--- src/sv/bersdf_pkg.sv ---
`timescale 1ns / 1ps
// shared types, widths and decade threshold tables for the ber degrade/fail monitor
// no dependencies

package bersdf_pkg;

  localparam int unsigned CNT_W     = 48;  // error count and microsecond time
  localparam int unsigned RATE_W    = 58;  // errors per second
  localparam int unsigned LVL_W     = 4;   // indicator register width
  localparam int unsigned THR_W     = 32;  // widest decade threshold
  localparam int unsigned DIV_STEPS = RATE_W;
  localparam int unsigned STEP_W    = $clog2(DIV_STEPS);

  // elapsed us to whole ms: split at 2^24 = 16777 * 1000 + 216, so
  // us / 1000 = hi * 16777 + (hi * 216 + lo) / 1000 with the last part below 2^32;
  // that part is divided by 8 and then by 125 through a reciprocal multiply
  localparam int unsigned MS_SPLIT_W  = 24;
  localparam int unsigned MS_HI_MUL   = 16777;
  localparam int unsigned MS_LO_MUL   = 216;
  localparam int unsigned MS_N_W      = 32;
  localparam int unsigned MS_PRE_SH   = 3;           // divide by 8 first
  localparam int unsigned MS_RECIP    = 549755814;   // ceil(2^36 / 125)
  localparam int unsigned MS_RECIP_SH = 36;
  localparam int unsigned MS_PROD_W   = 59;          // 29-bit value by 30-bit reciprocal
  localparam int unsigned MS_LO_W     = MS_PROD_W - MS_RECIP_SH;

  // configuration register indexes
  typedef enum logic {
    REG_SD_LEVEL = 1'b0,
    REG_SF_LEVEL = 1'b1
  } cfg_reg_e;

  // classification of a rate against one threshold
  typedef enum logic [1:0] {
    LVL_OVER  = 2'd0,
    LVL_UNDER = 2'd1,
    LVL_CLEAR = 2'd2
  } lvl_state_e;

  // sequencer states
  typedef enum logic [2:0] {
    ST_IDLE,
    ST_MS_SPLIT,
    ST_MS_MUL,
    ST_MS_SUM,
    ST_RATE_GO,
    ST_RATE_WAIT,
    ST_DONE
  } seq_state_e;

  typedef struct packed {
    logic              start;
    logic [RATE_W-1:0] dividend;
    logic [CNT_W-1:0]  divisor;
  } div_req_t;

  typedef struct packed {
    logic              busy;
    logic              done;
    logic [RATE_W-1:0] quotient;
  } div_rsp_t;

  // decade threshold, indicators above ten act as five
  function automatic logic [THR_W-1:0] level_thr(input logic [LVL_W-1:0] level);
    logic [THR_W-1:0] thr;
    unique case (level)
      4'd0:    thr = 32'd2488320000;
      4'd1:    thr = 32'd248832000;
      4'd2:    thr = 32'd24883200;
      4'd3:    thr = 32'd2488320;
      4'd4:    thr = 32'd248832;
      4'd5:    thr = 32'd24883;
      4'd6:    thr = 32'd2488;
      4'd7:    thr = 32'd248;
      4'd8:    thr = 32'd24;
      4'd9:    thr = 32'd2;
      4'd10:   thr = 32'd1;
      default: thr = 32'd24883;
    endcase
    return thr;
  endfunction

  // threshold / 10, truncated
  function automatic logic [THR_W-1:0] level_clr(input logic [LVL_W-1:0] level);
    logic [THR_W-1:0] clr;
    unique case (level)
      4'd0:    clr = 32'd248832000;
      4'd1:    clr = 32'd24883200;
      4'd2:    clr = 32'd2488320;
      4'd3:    clr = 32'd248832;
      4'd4:    clr = 32'd24883;
      4'd5:    clr = 32'd2488;
      4'd6:    clr = 32'd248;
      4'd7:    clr = 32'd24;
      4'd8:    clr = 32'd2;
      4'd9:    clr = 32'd0;
      4'd10:   clr = 32'd0;
      default: clr = 32'd2488;
    endcase
    return clr;
  endfunction

endpackage

--- src/sv/bersdf_div.sv ---
`timescale 1ns / 1ps
// shared restoring divider, one quotient bit per cycle
// depends on bersdf_pkg

module bersdf_div (
  input  logic                clk_i,
  input  logic                rst_ni,
  input  bersdf_pkg::div_req_t req_i,
  output bersdf_pkg::div_rsp_t rsp_o
);

  logic [bersdf_pkg::RATE_W-1:0] dvd_q, dvd_d;
  logic [bersdf_pkg::CNT_W-1:0]  rem_q, rem_d;
  logic [bersdf_pkg::CNT_W-1:0]  dsr_q, dsr_d;
  logic [bersdf_pkg::STEP_W-1:0] cnt_q, cnt_d;
  logic                          busy_q, busy_d;
  logic                          done_q, done_d;
  logic [bersdf_pkg::CNT_W:0]    shifted;
  logic [bersdf_pkg::CNT_W:0]    trial;
  logic                          fits;

  // remainder stays below the divisor, so the shifted value fits one extra bit
  assign shifted = {rem_q, dvd_q[bersdf_pkg::RATE_W-1]};
  assign trial   = shifted - {1'b0, dsr_q};
  assign fits    = (shifted >= {1'b0, dsr_q});

  always_comb begin
    dvd_d  = dvd_q;
    rem_d  = rem_q;
    dsr_d  = dsr_q;
    cnt_d  = cnt_q;
    busy_d = busy_q;
    done_d = 1'b0;
    if (req_i.start) begin
      dvd_d  = req_i.dividend;
      rem_d  = '0;
      dsr_d  = req_i.divisor;
      cnt_d  = bersdf_pkg::STEP_W'(bersdf_pkg::DIV_STEPS - 1);
      busy_d = 1'b1;
    end else if (busy_q) begin
      dvd_d = {dvd_q[bersdf_pkg::RATE_W-2:0], fits};
      rem_d = fits ? trial[bersdf_pkg::CNT_W-1:0] : shifted[bersdf_pkg::CNT_W-1:0];
      cnt_d = cnt_q - 1'b1;
      if (cnt_q == '0) begin
        busy_d = 1'b0;
        done_d = 1'b1;
      end
    end
  end

  always_ff @(posedge clk_i or negedge rst_ni) begin
    if (!rst_ni) begin
      busy_q <= 1'b0;
      done_q <= 1'b0;
      cnt_q  <= '0;
    end else begin
      busy_q <= busy_d;
      done_q <= done_d;
      cnt_q  <= cnt_d;
    end
  end

  always_ff @(posedge clk_i) begin
    dvd_q <= dvd_d;
    rem_q <= rem_d;
    dsr_q <= dsr_d;
  end

  assign rsp_o.busy     = busy_q;
  assign rsp_o.done     = done_q;
  assign rsp_o.quotient = dvd_q;

`ifndef SYNTHESIS
  a_done_not_busy: assert property (@(posedge clk_i) disable iff (!rst_ni)
    done_q |-> !busy_q)
    else $error("divider done while still busy");

  a_last_step_done: assert property (@(posedge clk_i) disable iff (!rst_ni)
    (busy_q && cnt_q == '0 && !req_i.start) |=> done_q)
    else $error("divider missed its done pulse");

  a_divisor_nonzero: assert property (@(posedge clk_i) disable iff (!rst_ni)
    busy_q |-> (dsr_q != '0))
    else $error("divider running with zero divisor");
`endif

endmodule

--- src/sv/bersdf_class.sv ---
`timescale 1ns / 1ps
// classes a rate against one decade threshold: over, under or under and clear
// depends on bersdf_pkg

module bersdf_class (
  input  logic [bersdf_pkg::RATE_W-1:0] rate_i,
  input  logic [bersdf_pkg::LVL_W-1:0]  level_i,
  output bersdf_pkg::lvl_state_e        state_o
);

  logic [bersdf_pkg::RATE_W-1:0] thr;
  logic [bersdf_pkg::RATE_W-1:0] clr;

  assign thr = {{(bersdf_pkg::RATE_W - bersdf_pkg::THR_W){1'b0}},
                bersdf_pkg::level_thr(level_i)};
  assign clr = {{(bersdf_pkg::RATE_W - bersdf_pkg::THR_W){1'b0}},
                bersdf_pkg::level_clr(level_i)};

  always_comb begin
    priority if (rate_i > thr) begin
      state_o = bersdf_pkg::LVL_OVER;
    end else if (rate_i <= clr) begin
      state_o = bersdf_pkg::LVL_CLEAR;
    end else begin
      state_o = bersdf_pkg::LVL_UNDER;
    end
  end

endmodule

--- src/sv/ber_signal_degrade_fail_monitor_unit.sv ---
`timescale 1ns / 1ps
// ber signal degrade / signal fail monitor, top level
// depends on bersdf_pkg, bersdf_div, bersdf_class
//
// usage
//   input channel: one beat carries a cumulative bip error count and the uptime
//   in microseconds; a beat is taken when in_valid_i is high and in_stall_o low
//   output channel: one beat per input beat with the errors per second and the
//   degrade and fail classes (0 over, 1 under, 2 under and clear)
//   config port: cfg_we_i writes cfg_data_i into register cfg_idx_i
//   (0 degrade indicator, 1 fail indicator); write only while the block is idle
// timing
//   in_stall_o is high from a beat until the sequencer is back in idle: elapsed us
//   turns into whole ms (split, reciprocal multiply, sum), the shared 58-step
//   divider starts on errors*1000 / ms and takes 58 steps, its done pulse and an
//   output load follow; a new beat waits until the last one is through
//   the result sits in an output register, so a new beat is taken while an older
//   result still waits; a stalled receiver holds the sequencer in its final
//   state until the output register frees
// reset
//   previous count and time clear to zero, indicators go to 9 and 5

module ber_signal_degrade_fail_monitor_unit (
  input  logic                           clk_i,
  input  logic                           rst_ni,
  // configuration
  input  logic                           cfg_we_i,
  input  logic                           cfg_idx_i,
  input  logic [bersdf_pkg::LVL_W-1:0]   cfg_data_i,
  // input beats
  input  logic                           in_valid_i,
  output logic                           in_stall_o,
  input  logic [bersdf_pkg::CNT_W-1:0]   err_count_i,
  input  logic [bersdf_pkg::CNT_W-1:0]   now_us_i,
  // output beats
  output logic                           out_valid_o,
  input  logic                           out_stall_i,
  output logic [bersdf_pkg::RATE_W-1:0]  err_rate_o,
  output logic [1:0]                     degrade_cls_o,
  output logic [1:0]                     fail_cls_o
);

  bersdf_pkg::seq_state_e state_q, state_d;

  // indicator registers
  logic [bersdf_pkg::LVL_W-1:0] sd_level_q;
  logic [bersdf_pkg::LVL_W-1:0] sf_level_q;

  // previous sample
  logic [bersdf_pkg::CNT_W-1:0] last_count_q;
  logic [bersdf_pkg::CNT_W-1:0] last_time_q;

  // working registers
  logic [bersdf_pkg::CNT_W-1:0]   diff_q;
  logic [bersdf_pkg::CNT_W-1:0]   el_us_q;
  logic [bersdf_pkg::RATE_W-1:0]  prod_q;
  logic [bersdf_pkg::MS_N_W-1:0]  ms_n_q;
  logic [bersdf_pkg::CNT_W-1:0]   ms_hi_q;
  logic [bersdf_pkg::MS_LO_W-1:0] ms_lo_q;
  logic [bersdf_pkg::CNT_W-1:0]   ms_q;

  // output register
  logic                           out_valid_q, out_valid_d;
  logic [bersdf_pkg::RATE_W-1:0]  rate_q;
  bersdf_pkg::lvl_state_e         sd_q;
  bersdf_pkg::lvl_state_e         sf_q;

  logic                             in_beat;
  logic                             out_beat;
  logic                             out_load;
  logic [bersdf_pkg::CNT_W-1:0]     diff_new;
  logic [bersdf_pkg::RATE_W-1:0]    prod_new;
  logic [bersdf_pkg::MS_N_W-1:0]    ms_n_new;
  logic [bersdf_pkg::CNT_W-1:0]     ms_hi_new;
  logic [bersdf_pkg::MS_PROD_W-1:0] ms_recip;
  bersdf_pkg::lvl_state_e           sd_new;
  bersdf_pkg::lvl_state_e           sf_new;

  bersdf_pkg::div_req_t div_req;
  bersdf_pkg::div_rsp_t div_rsp;

  assign in_beat  = in_valid_i && !in_stall_o;
  assign out_beat = out_valid_q && !out_stall_i;

  // counter going down means it was reset, the new count is the count itself
  assign diff_new = (err_count_i >= last_count_q) ? (err_count_i - last_count_q)
                                                  : err_count_i;

  // diff * 1000 as 1024 - 16 - 8
  assign prod_new = {diff_q, 10'd0}
                  - {6'd0, diff_q, 4'd0}
                  - {7'd0, diff_q, 3'd0};

  // elapsed us split at 2^24: low part plus 216 per unit of the high part
  assign ms_n_new =
      bersdf_pkg::MS_N_W'(el_us_q[bersdf_pkg::CNT_W-1:bersdf_pkg::MS_SPLIT_W])
    * bersdf_pkg::MS_N_W'(bersdf_pkg::MS_LO_MUL)
    + bersdf_pkg::MS_N_W'(el_us_q[bersdf_pkg::MS_SPLIT_W-1:0]);

  // 16777 whole ms per unit of the high part, a 24 by 15 bit constant product
  assign ms_hi_new =
      bersdf_pkg::CNT_W'(el_us_q[bersdf_pkg::CNT_W-1:bersdf_pkg::MS_SPLIT_W])
    * bersdf_pkg::CNT_W'(bersdf_pkg::MS_HI_MUL);

  // (n / 8) / 125 by reciprocal, exact for n below 2^32
  assign ms_recip =
      bersdf_pkg::MS_PROD_W'(ms_n_q[bersdf_pkg::MS_N_W-1:bersdf_pkg::MS_PRE_SH])
    * bersdf_pkg::MS_PROD_W'(bersdf_pkg::MS_RECIP);

  // ---------------------------------------------------------------------------
  // configuration
  // ---------------------------------------------------------------------------
  always_ff @(posedge clk_i or negedge rst_ni) begin
    if (!rst_ni) begin
      sd_level_q <= bersdf_pkg::LVL_W'(9);
      sf_level_q <= bersdf_pkg::LVL_W'(5);
    end else if (cfg_we_i) begin
      unique case (bersdf_pkg::cfg_reg_e'(cfg_idx_i))
        bersdf_pkg::REG_SD_LEVEL: sd_level_q <= cfg_data_i;
        bersdf_pkg::REG_SF_LEVEL: sf_level_q <= cfg_data_i;
        default: ;
      endcase
    end
  end

  // ---------------------------------------------------------------------------
  // sequencer next state
  // ---------------------------------------------------------------------------
  always_comb begin
    state_d = state_q;
    unique case (state_q)
      bersdf_pkg::ST_IDLE:      if (in_beat) state_d = bersdf_pkg::ST_MS_SPLIT;
      bersdf_pkg::ST_MS_SPLIT:  state_d = bersdf_pkg::ST_MS_MUL;
      bersdf_pkg::ST_MS_MUL:    state_d = bersdf_pkg::ST_MS_SUM;
      bersdf_pkg::ST_MS_SUM:    state_d = bersdf_pkg::ST_RATE_GO;
      bersdf_pkg::ST_RATE_GO:   state_d = bersdf_pkg::ST_RATE_WAIT;
      bersdf_pkg::ST_RATE_WAIT: if (div_rsp.done) state_d = bersdf_pkg::ST_DONE;
      bersdf_pkg::ST_DONE:      if (!out_valid_q || !out_stall_i) begin
        state_d = bersdf_pkg::ST_IDLE;
      end
      default:                  state_d = bersdf_pkg::ST_IDLE;
    endcase
  end

  // ---------------------------------------------------------------------------
  // sequencer outputs
  // ---------------------------------------------------------------------------
  always_comb begin
    in_stall_o       = 1'b1;
    out_load         = 1'b0;
    div_req.start    = 1'b0;
    div_req.dividend = prod_q;
    div_req.divisor  = bersdf_pkg::CNT_W'(1);
    unique case (state_q)
      bersdf_pkg::ST_IDLE: begin
        in_stall_o = 1'b0;
      end
      bersdf_pkg::ST_RATE_GO: begin
        // less than one millisecond counts as one
        div_req.start    = 1'b1;
        div_req.dividend = prod_q;
        div_req.divisor  = (ms_q == '0) ? bersdf_pkg::CNT_W'(1) : ms_q;
      end
      bersdf_pkg::ST_DONE: begin
        out_load = !out_valid_q || !out_stall_i;
      end
      default: ;
    endcase
  end

  always_ff @(posedge clk_i or negedge rst_ni) begin
    if (!rst_ni) begin
      state_q <= bersdf_pkg::ST_IDLE;
    end else begin
      state_q <= state_d;
    end
  end

  // previous sample, taken on each input beat
  always_ff @(posedge clk_i or negedge rst_ni) begin
    if (!rst_ni) begin
      last_count_q <= '0;
      last_time_q  <= '0;
    end else if (in_beat) begin
      last_count_q <= err_count_i;
      last_time_q  <= now_us_i;
    end
  end

  // working data, elapsed time wraps modulo 2^48
  always_ff @(posedge clk_i) begin
    if (in_beat) begin
      diff_q  <= diff_new;
      el_us_q <= now_us_i - last_time_q;
    end
    if (state_q == bersdf_pkg::ST_MS_SPLIT) begin
      prod_q  <= prod_new;
      ms_n_q  <= ms_n_new;
      ms_hi_q <= ms_hi_new;
    end
    if (state_q == bersdf_pkg::ST_MS_MUL) begin
      ms_lo_q <= ms_recip[bersdf_pkg::MS_PROD_W-1:bersdf_pkg::MS_RECIP_SH];
    end
    if (state_q == bersdf_pkg::ST_MS_SUM) begin
      ms_q <= ms_hi_q + bersdf_pkg::CNT_W'(ms_lo_q);
    end
  end

  // ---------------------------------------------------------------------------
  // shared divider and threshold classing
  // ---------------------------------------------------------------------------
  bersdf_div u_div (
    .clk_i  (clk_i),
    .rst_ni (rst_ni),
    .req_i  (div_req),
    .rsp_o  (div_rsp)
  );

  bersdf_class u_sd_class (
    .rate_i  (div_rsp.quotient),
    .level_i (sd_level_q),
    .state_o (sd_new)
  );

  bersdf_class u_sf_class (
    .rate_i  (div_rsp.quotient),
    .level_i (sf_level_q),
    .state_o (sf_new)
  );

  // ---------------------------------------------------------------------------
  // output register
  // ---------------------------------------------------------------------------
  always_comb begin
    out_valid_d = out_valid_q;
    if (out_load) begin
      out_valid_d = 1'b1;
    end else if (out_beat) begin
      out_valid_d = 1'b0;
    end
  end

  always_ff @(posedge clk_i or negedge rst_ni) begin
    if (!rst_ni) begin
      out_valid_q <= 1'b0;
    end else begin
      out_valid_q <= out_valid_d;
    end
  end

  always_ff @(posedge clk_i) begin
    if (out_load) begin
      rate_q <= div_rsp.quotient;
      sd_q   <= sd_new;
      sf_q   <= sf_new;
    end
  end

  assign out_valid_o   = out_valid_q;
  assign err_rate_o    = rate_q;
  assign degrade_cls_o = sd_q;
  assign fail_cls_o    = sf_q;

`ifndef SYNTHESIS
  a_busy_after_beat: assert property (@(posedge clk_i) disable iff (!rst_ni)
    in_beat |=> in_stall_o)
    else $error("input taken again straight after a beat");

  a_start_when_free: assert property (@(posedge clk_i) disable iff (!rst_ni)
    div_req.start |-> !div_rsp.busy)
    else $error("divider started while busy");

  a_done_expected: assert property (@(posedge clk_i) disable iff (!rst_ni)
    div_rsp.done |-> (state_q == bersdf_pkg::ST_RATE_WAIT))
    else $error("divider finished outside the wait state");

  a_result_from_done: assert property (@(posedge clk_i) disable iff (!rst_ni)
    $rose(out_valid_q) |-> $past(state_q == bersdf_pkg::ST_DONE))
    else $error("result appeared without a finished item");
`endif

endmodule

--- config.mk ---
export PLATFORM = sky130hd
export DESIGN_NAME = ber_signal_degrade_fail_monitor_unit
export DESIGN_NICKNAME = d
export VERILOG_FILES = /design/src/sv/bersdf_pkg.sv /design/src/sv/bersdf_div.sv /design/src/sv/bersdf_class.sv /design/src/sv/ber_signal_degrade_fail_monitor_unit.sv
export SDC_FILE = /design/constraint.sdc
export NUM_CORES = 2
export LEC_CHECK = 0
export ABC_AREA = 1
export BUFFER_PORTS_ARGS = -buffer_cell sky130_fd_sc_hd__buf_2
export CAP_MARGIN = 20
export CORE_MARGIN = 5
export CORE_UTILIZATION = 55
export CTS_BUF_LIST = sky130_fd_sc_hd__clkbuf_4 sky130_fd_sc_hd__clkbuf_8
export CTS_CLUSTER_DIAMETER = 80
export CTS_CLUSTER_SIZE = 28
export DETAILED_ROUTE_END_ITERATION = 12
export PLACE_DENSITY = 0.72
export SKIP_CTS_REPAIR_TIMING = 1
export SYNTH_ARGS = -nofsm -noshare
export SYNTH_HDL_FRONTEND = slang
export SYNTH_HIERARCHICAL = 1
export SYNTH_SLANG_ARGS = --single-unit
export TNS_END_PERCENT = 100
--- constraint.sdc ---
create_clock -name clk_i -period 11.27 [get_ports clk_i]
set_clock_uncertainty 0.15 [all_clocks]
set_input_delay 1.127 -clock clk_i [delete_from_list [all_inputs] [get_ports clk_i]]
set_output_delay 1.127 -clock clk_i [all_outputs]
set_load 0.02 [all_outputs]
==> results.py <==
metrics = {
    "status": {
        "run_status": "completed",
    },
    "floorplanning": {
        "floorplan_die_area_sq_um": 128000,
        "floorplan.initialDensity": 0.554,
        "die_height_um": 358,
        "core-area_sq_um": 120000,
        "io_pins": 170,
        "die-width_um": 358,
        "number_of_rows_created_at_floorplan": 127,
    },
    "power": {
        "proportion_of_total_power_due_to_net_switching": 0.314,
        "leakage_nw": 35.8,
        "p_switching_mw": 1.48,
        "power_frac_clock": 0.319,
        "pwr_density_cell_nw_per_um2": 66.9,
        "ir_worst_vdd_mv": 0.120,
        "p_int_mw": 3.24,
        "pwr-share-seq": 0.519,
        "combinational_power_share": 0.161,
    },
    "sta": {
        "timing_max_transition_violations_final": 0,
        "layout_min_cycle_time_ns": 7.06,
        "slew_headroom": 0.292,
        "finalSetupViolations": 0,
        "period_utilisation_layout": 0.626,
        "tns_ns": 0,
        "minimum_hold_slack_ns": 0.180,
        "final_hold_viol_count": 0,
        "max_freq_ghz": 0.142,
        "grt_setup_unrepaired": "no",
        "tightestPinTransition_ns": 1.06,
    },
    "hold_path": {
        "worstHoldPathType": "in2async",
    },
    "placement": {
        "detailedPlacementHpwl_mm": 167,
        "gp_weighted_congestion": 1.02,
        "portBuffers": 169,
    },
    "critical_path": {
        "crit_path_max_fanout": 11,
        "critical-path-slowest-cell": "sky130_fd_sc_hd__edfxtp_1",
        "timing.critical_path.mode_cell": "sky130_fd_sc_hd__fa_1",
        "path_cells": "ha_1, fa_1, fa_1, inv_1, fa_1, inv_1, fa_1, fa_1, fa_1, inv_1, fa_1, inv_1, ha_1, nand2_1, nor2_1, inv_1, nor3_1, nand2_1, o211ai_1, nand2_1, o2111ai_1, nand2_1",
        "worst_ep_required_time_ns": 11.66,
        "critical_path_class": "reg2reg",
        "critPathTopFamily": "adder cells",
        "cp_slowest_stage_delay_ns": 0.83,
        "arrival_ns": 7.44,
        "timing.critical_path.to_type": "register",
        "cp.buffers_inverters": 5,
        "startpoint_type": "register",
    },
    "clocking": {
        "insertion_delay_ns": 0.78,
        "ctsLongestPathBuffers": 3,
        "clock_tree_from_tritoncts": "done",
        "htree_num_levels": 2,
        "number_of_buffers_inserted_during_clock_tree_synthesis": 48,
        "cts.root.buffer_cell": "sky130_fd_sc_hd__clkbuf_8",
        "cts_num_sinks": 611,
        "cts.reportedPaths.clkPinSlew_ns": 0.13,
    },
    "finish": {
        "filler_cells_inserted": 11200,
        "footprint_of_the_multi_input_gates_sq_um": 42100,
        "seqCellArea_sq_um": 17300,
        "synthToLayoutAreaGrowth_pct": 6.02,
        "nNetsFinal": 10200,
        "share_of_post_route_cells_with_drive_strength_above_1": 0.0422,
        "layout_commonest_cell": "sky130_fd_sc_hd__nand2_1",
        "mostFrequentLayoutCells": "sky130_fd_sc_hd__nand2_1 (1986), sky130_fd_sc_hd__inv_1 (1796), sky130_fd_sc_hd__ha_1 (935)",
        "final_core_utilization": 0.588,
    },
    "route": {
        "post_drt_wl_per_cell_um": 18.9,
        "antenna_violating_nets_post_route": 0,
        "drcViolationCount": 0,
        "vias_cell": 5.38,
        "drt-pass1-iter-count": 9,
        "drtIter0Drc": 4320,
        "vias": 55900,
        "routed_wl_mm": 197,
    },
    "global_routing": {
        "grt_overflow_total": 0,
        "antenna_found_initial": 4,
        "grt_pass1_vias": 55000,
        "grt_pass1_wl_mm": 308,
        "maximum_number_of_pins_on_one_net_before_global_route_repair": 186,
        "global_route.usage.total": 0.307,
    },
    "synth": {
        "syn_area_per_cell_sq_um": 7.76,
        "syn-cell-area_sq_um": 66500,
        "yosys_warnings": 6,
        "syn-instance-count": 8566,
    },
    "job": {
        "drv.max_cap_violation_count": 0,
    },
}
state kept, by name, summed over array words and instances (netlist names), 2 cells and up:
signal,flops
err_rate_o,58
u_div/dvd_q,58
prod_q,55
diff_q,48
last_count_q,48
last_time_q,48
u_div/dsr_q,48
u_div/rem_q,48
el_us_q,45
ms_q,40
ms_hi_q,39
ms_n_q,29
ms_lo_q,23
u_div/cnt_q,6
sd_level_q,4
sf_level_q,4
state_q,3
degrade_cls_o,2
fail_cls_o,2
metrics by stage:
| stage | cell area (sq um) | worst slack [ns] | instances | total power, mW |
|---|---|---|---|---|
| after floorplan | 66500 | 4.85 | 8576 | 3.00 |
| after global placement | 69200 | 4.35 | 10300 | 3.23 |
| after detailed placement | 69200 | 4.25 | 10300 | 3.25 |
| after CTS | 70500 | 4.24 | 10400 | 4.75 |
| after global routing | 70500 | 3.89 | 10400 | 4.95 |
| final | 70500 | 4.21 | 10400 | 4.72 |
metal layers:
layer,track usage,part of all wire,up-vias
met3,0.0411,0.061,264
met1,0.421,0.44,26400
met4,0.0906,0.034,0
li1,-,-,27700
met5,0,0,-
met2,0.511,0.46,1606
final timing paths:
path                                               from                      endpoint  slack, ns  cells past startpoint
max in group asynchronous                        rst_ni     sd_level_q[2]$_DFFE_PN0P_       9.53                      2
min in group clk_i         u_div/rem_q[26]$_SDFFE_PP0P_  u_div/rem_q[26]$_SDFFE_PP0P_       0.33                      2
min reg2reg                u_div/rem_q[26]$_SDFFE_PP0P_  u_div/rem_q[26]$_SDFFE_PP0P_       0.33                      2
max reg2reg                        ms_n_q[12]$_DFFE_PP_         ms_lo_q[19]$_DFFE_PP_       4.21                     22
max                                ms_n_q[12]$_DFFE_PP_         ms_lo_q[19]$_DFFE_PP_       4.21                     22
min                                              rst_ni  last_count_q[19]$_DFFE_PN0P_       0.18                      1
power groups by stage:
stage          Sequential (mW)  Clock (mW)  Combinational (mW)
2_1_floorplan             2.49           0               0.509
3_3_place_gp              2.50           0               0.733
3_5_place_dp              2.50           0               0.746
4_1_cts                   2.45        1.55               0.750
5_1_grt                   2.46        1.65               0.845
6_report                  2.45        1.51               0.761
layout make-up:
type / count / share of cell area
multi-input cells: 6066 / 0.597
flip-flops and latches: 611 / 0.245
inverters: 1822 / 0.0970
well taps: 1612 / 0.0286
repair buffers: 186 / 0.0141
clock buffers: 55 / 0.0102
clock inverters: 35 / 0.00813
diodes: 3 / 0.000106
No activity file was read; power rests on OpenSTA's default activity.
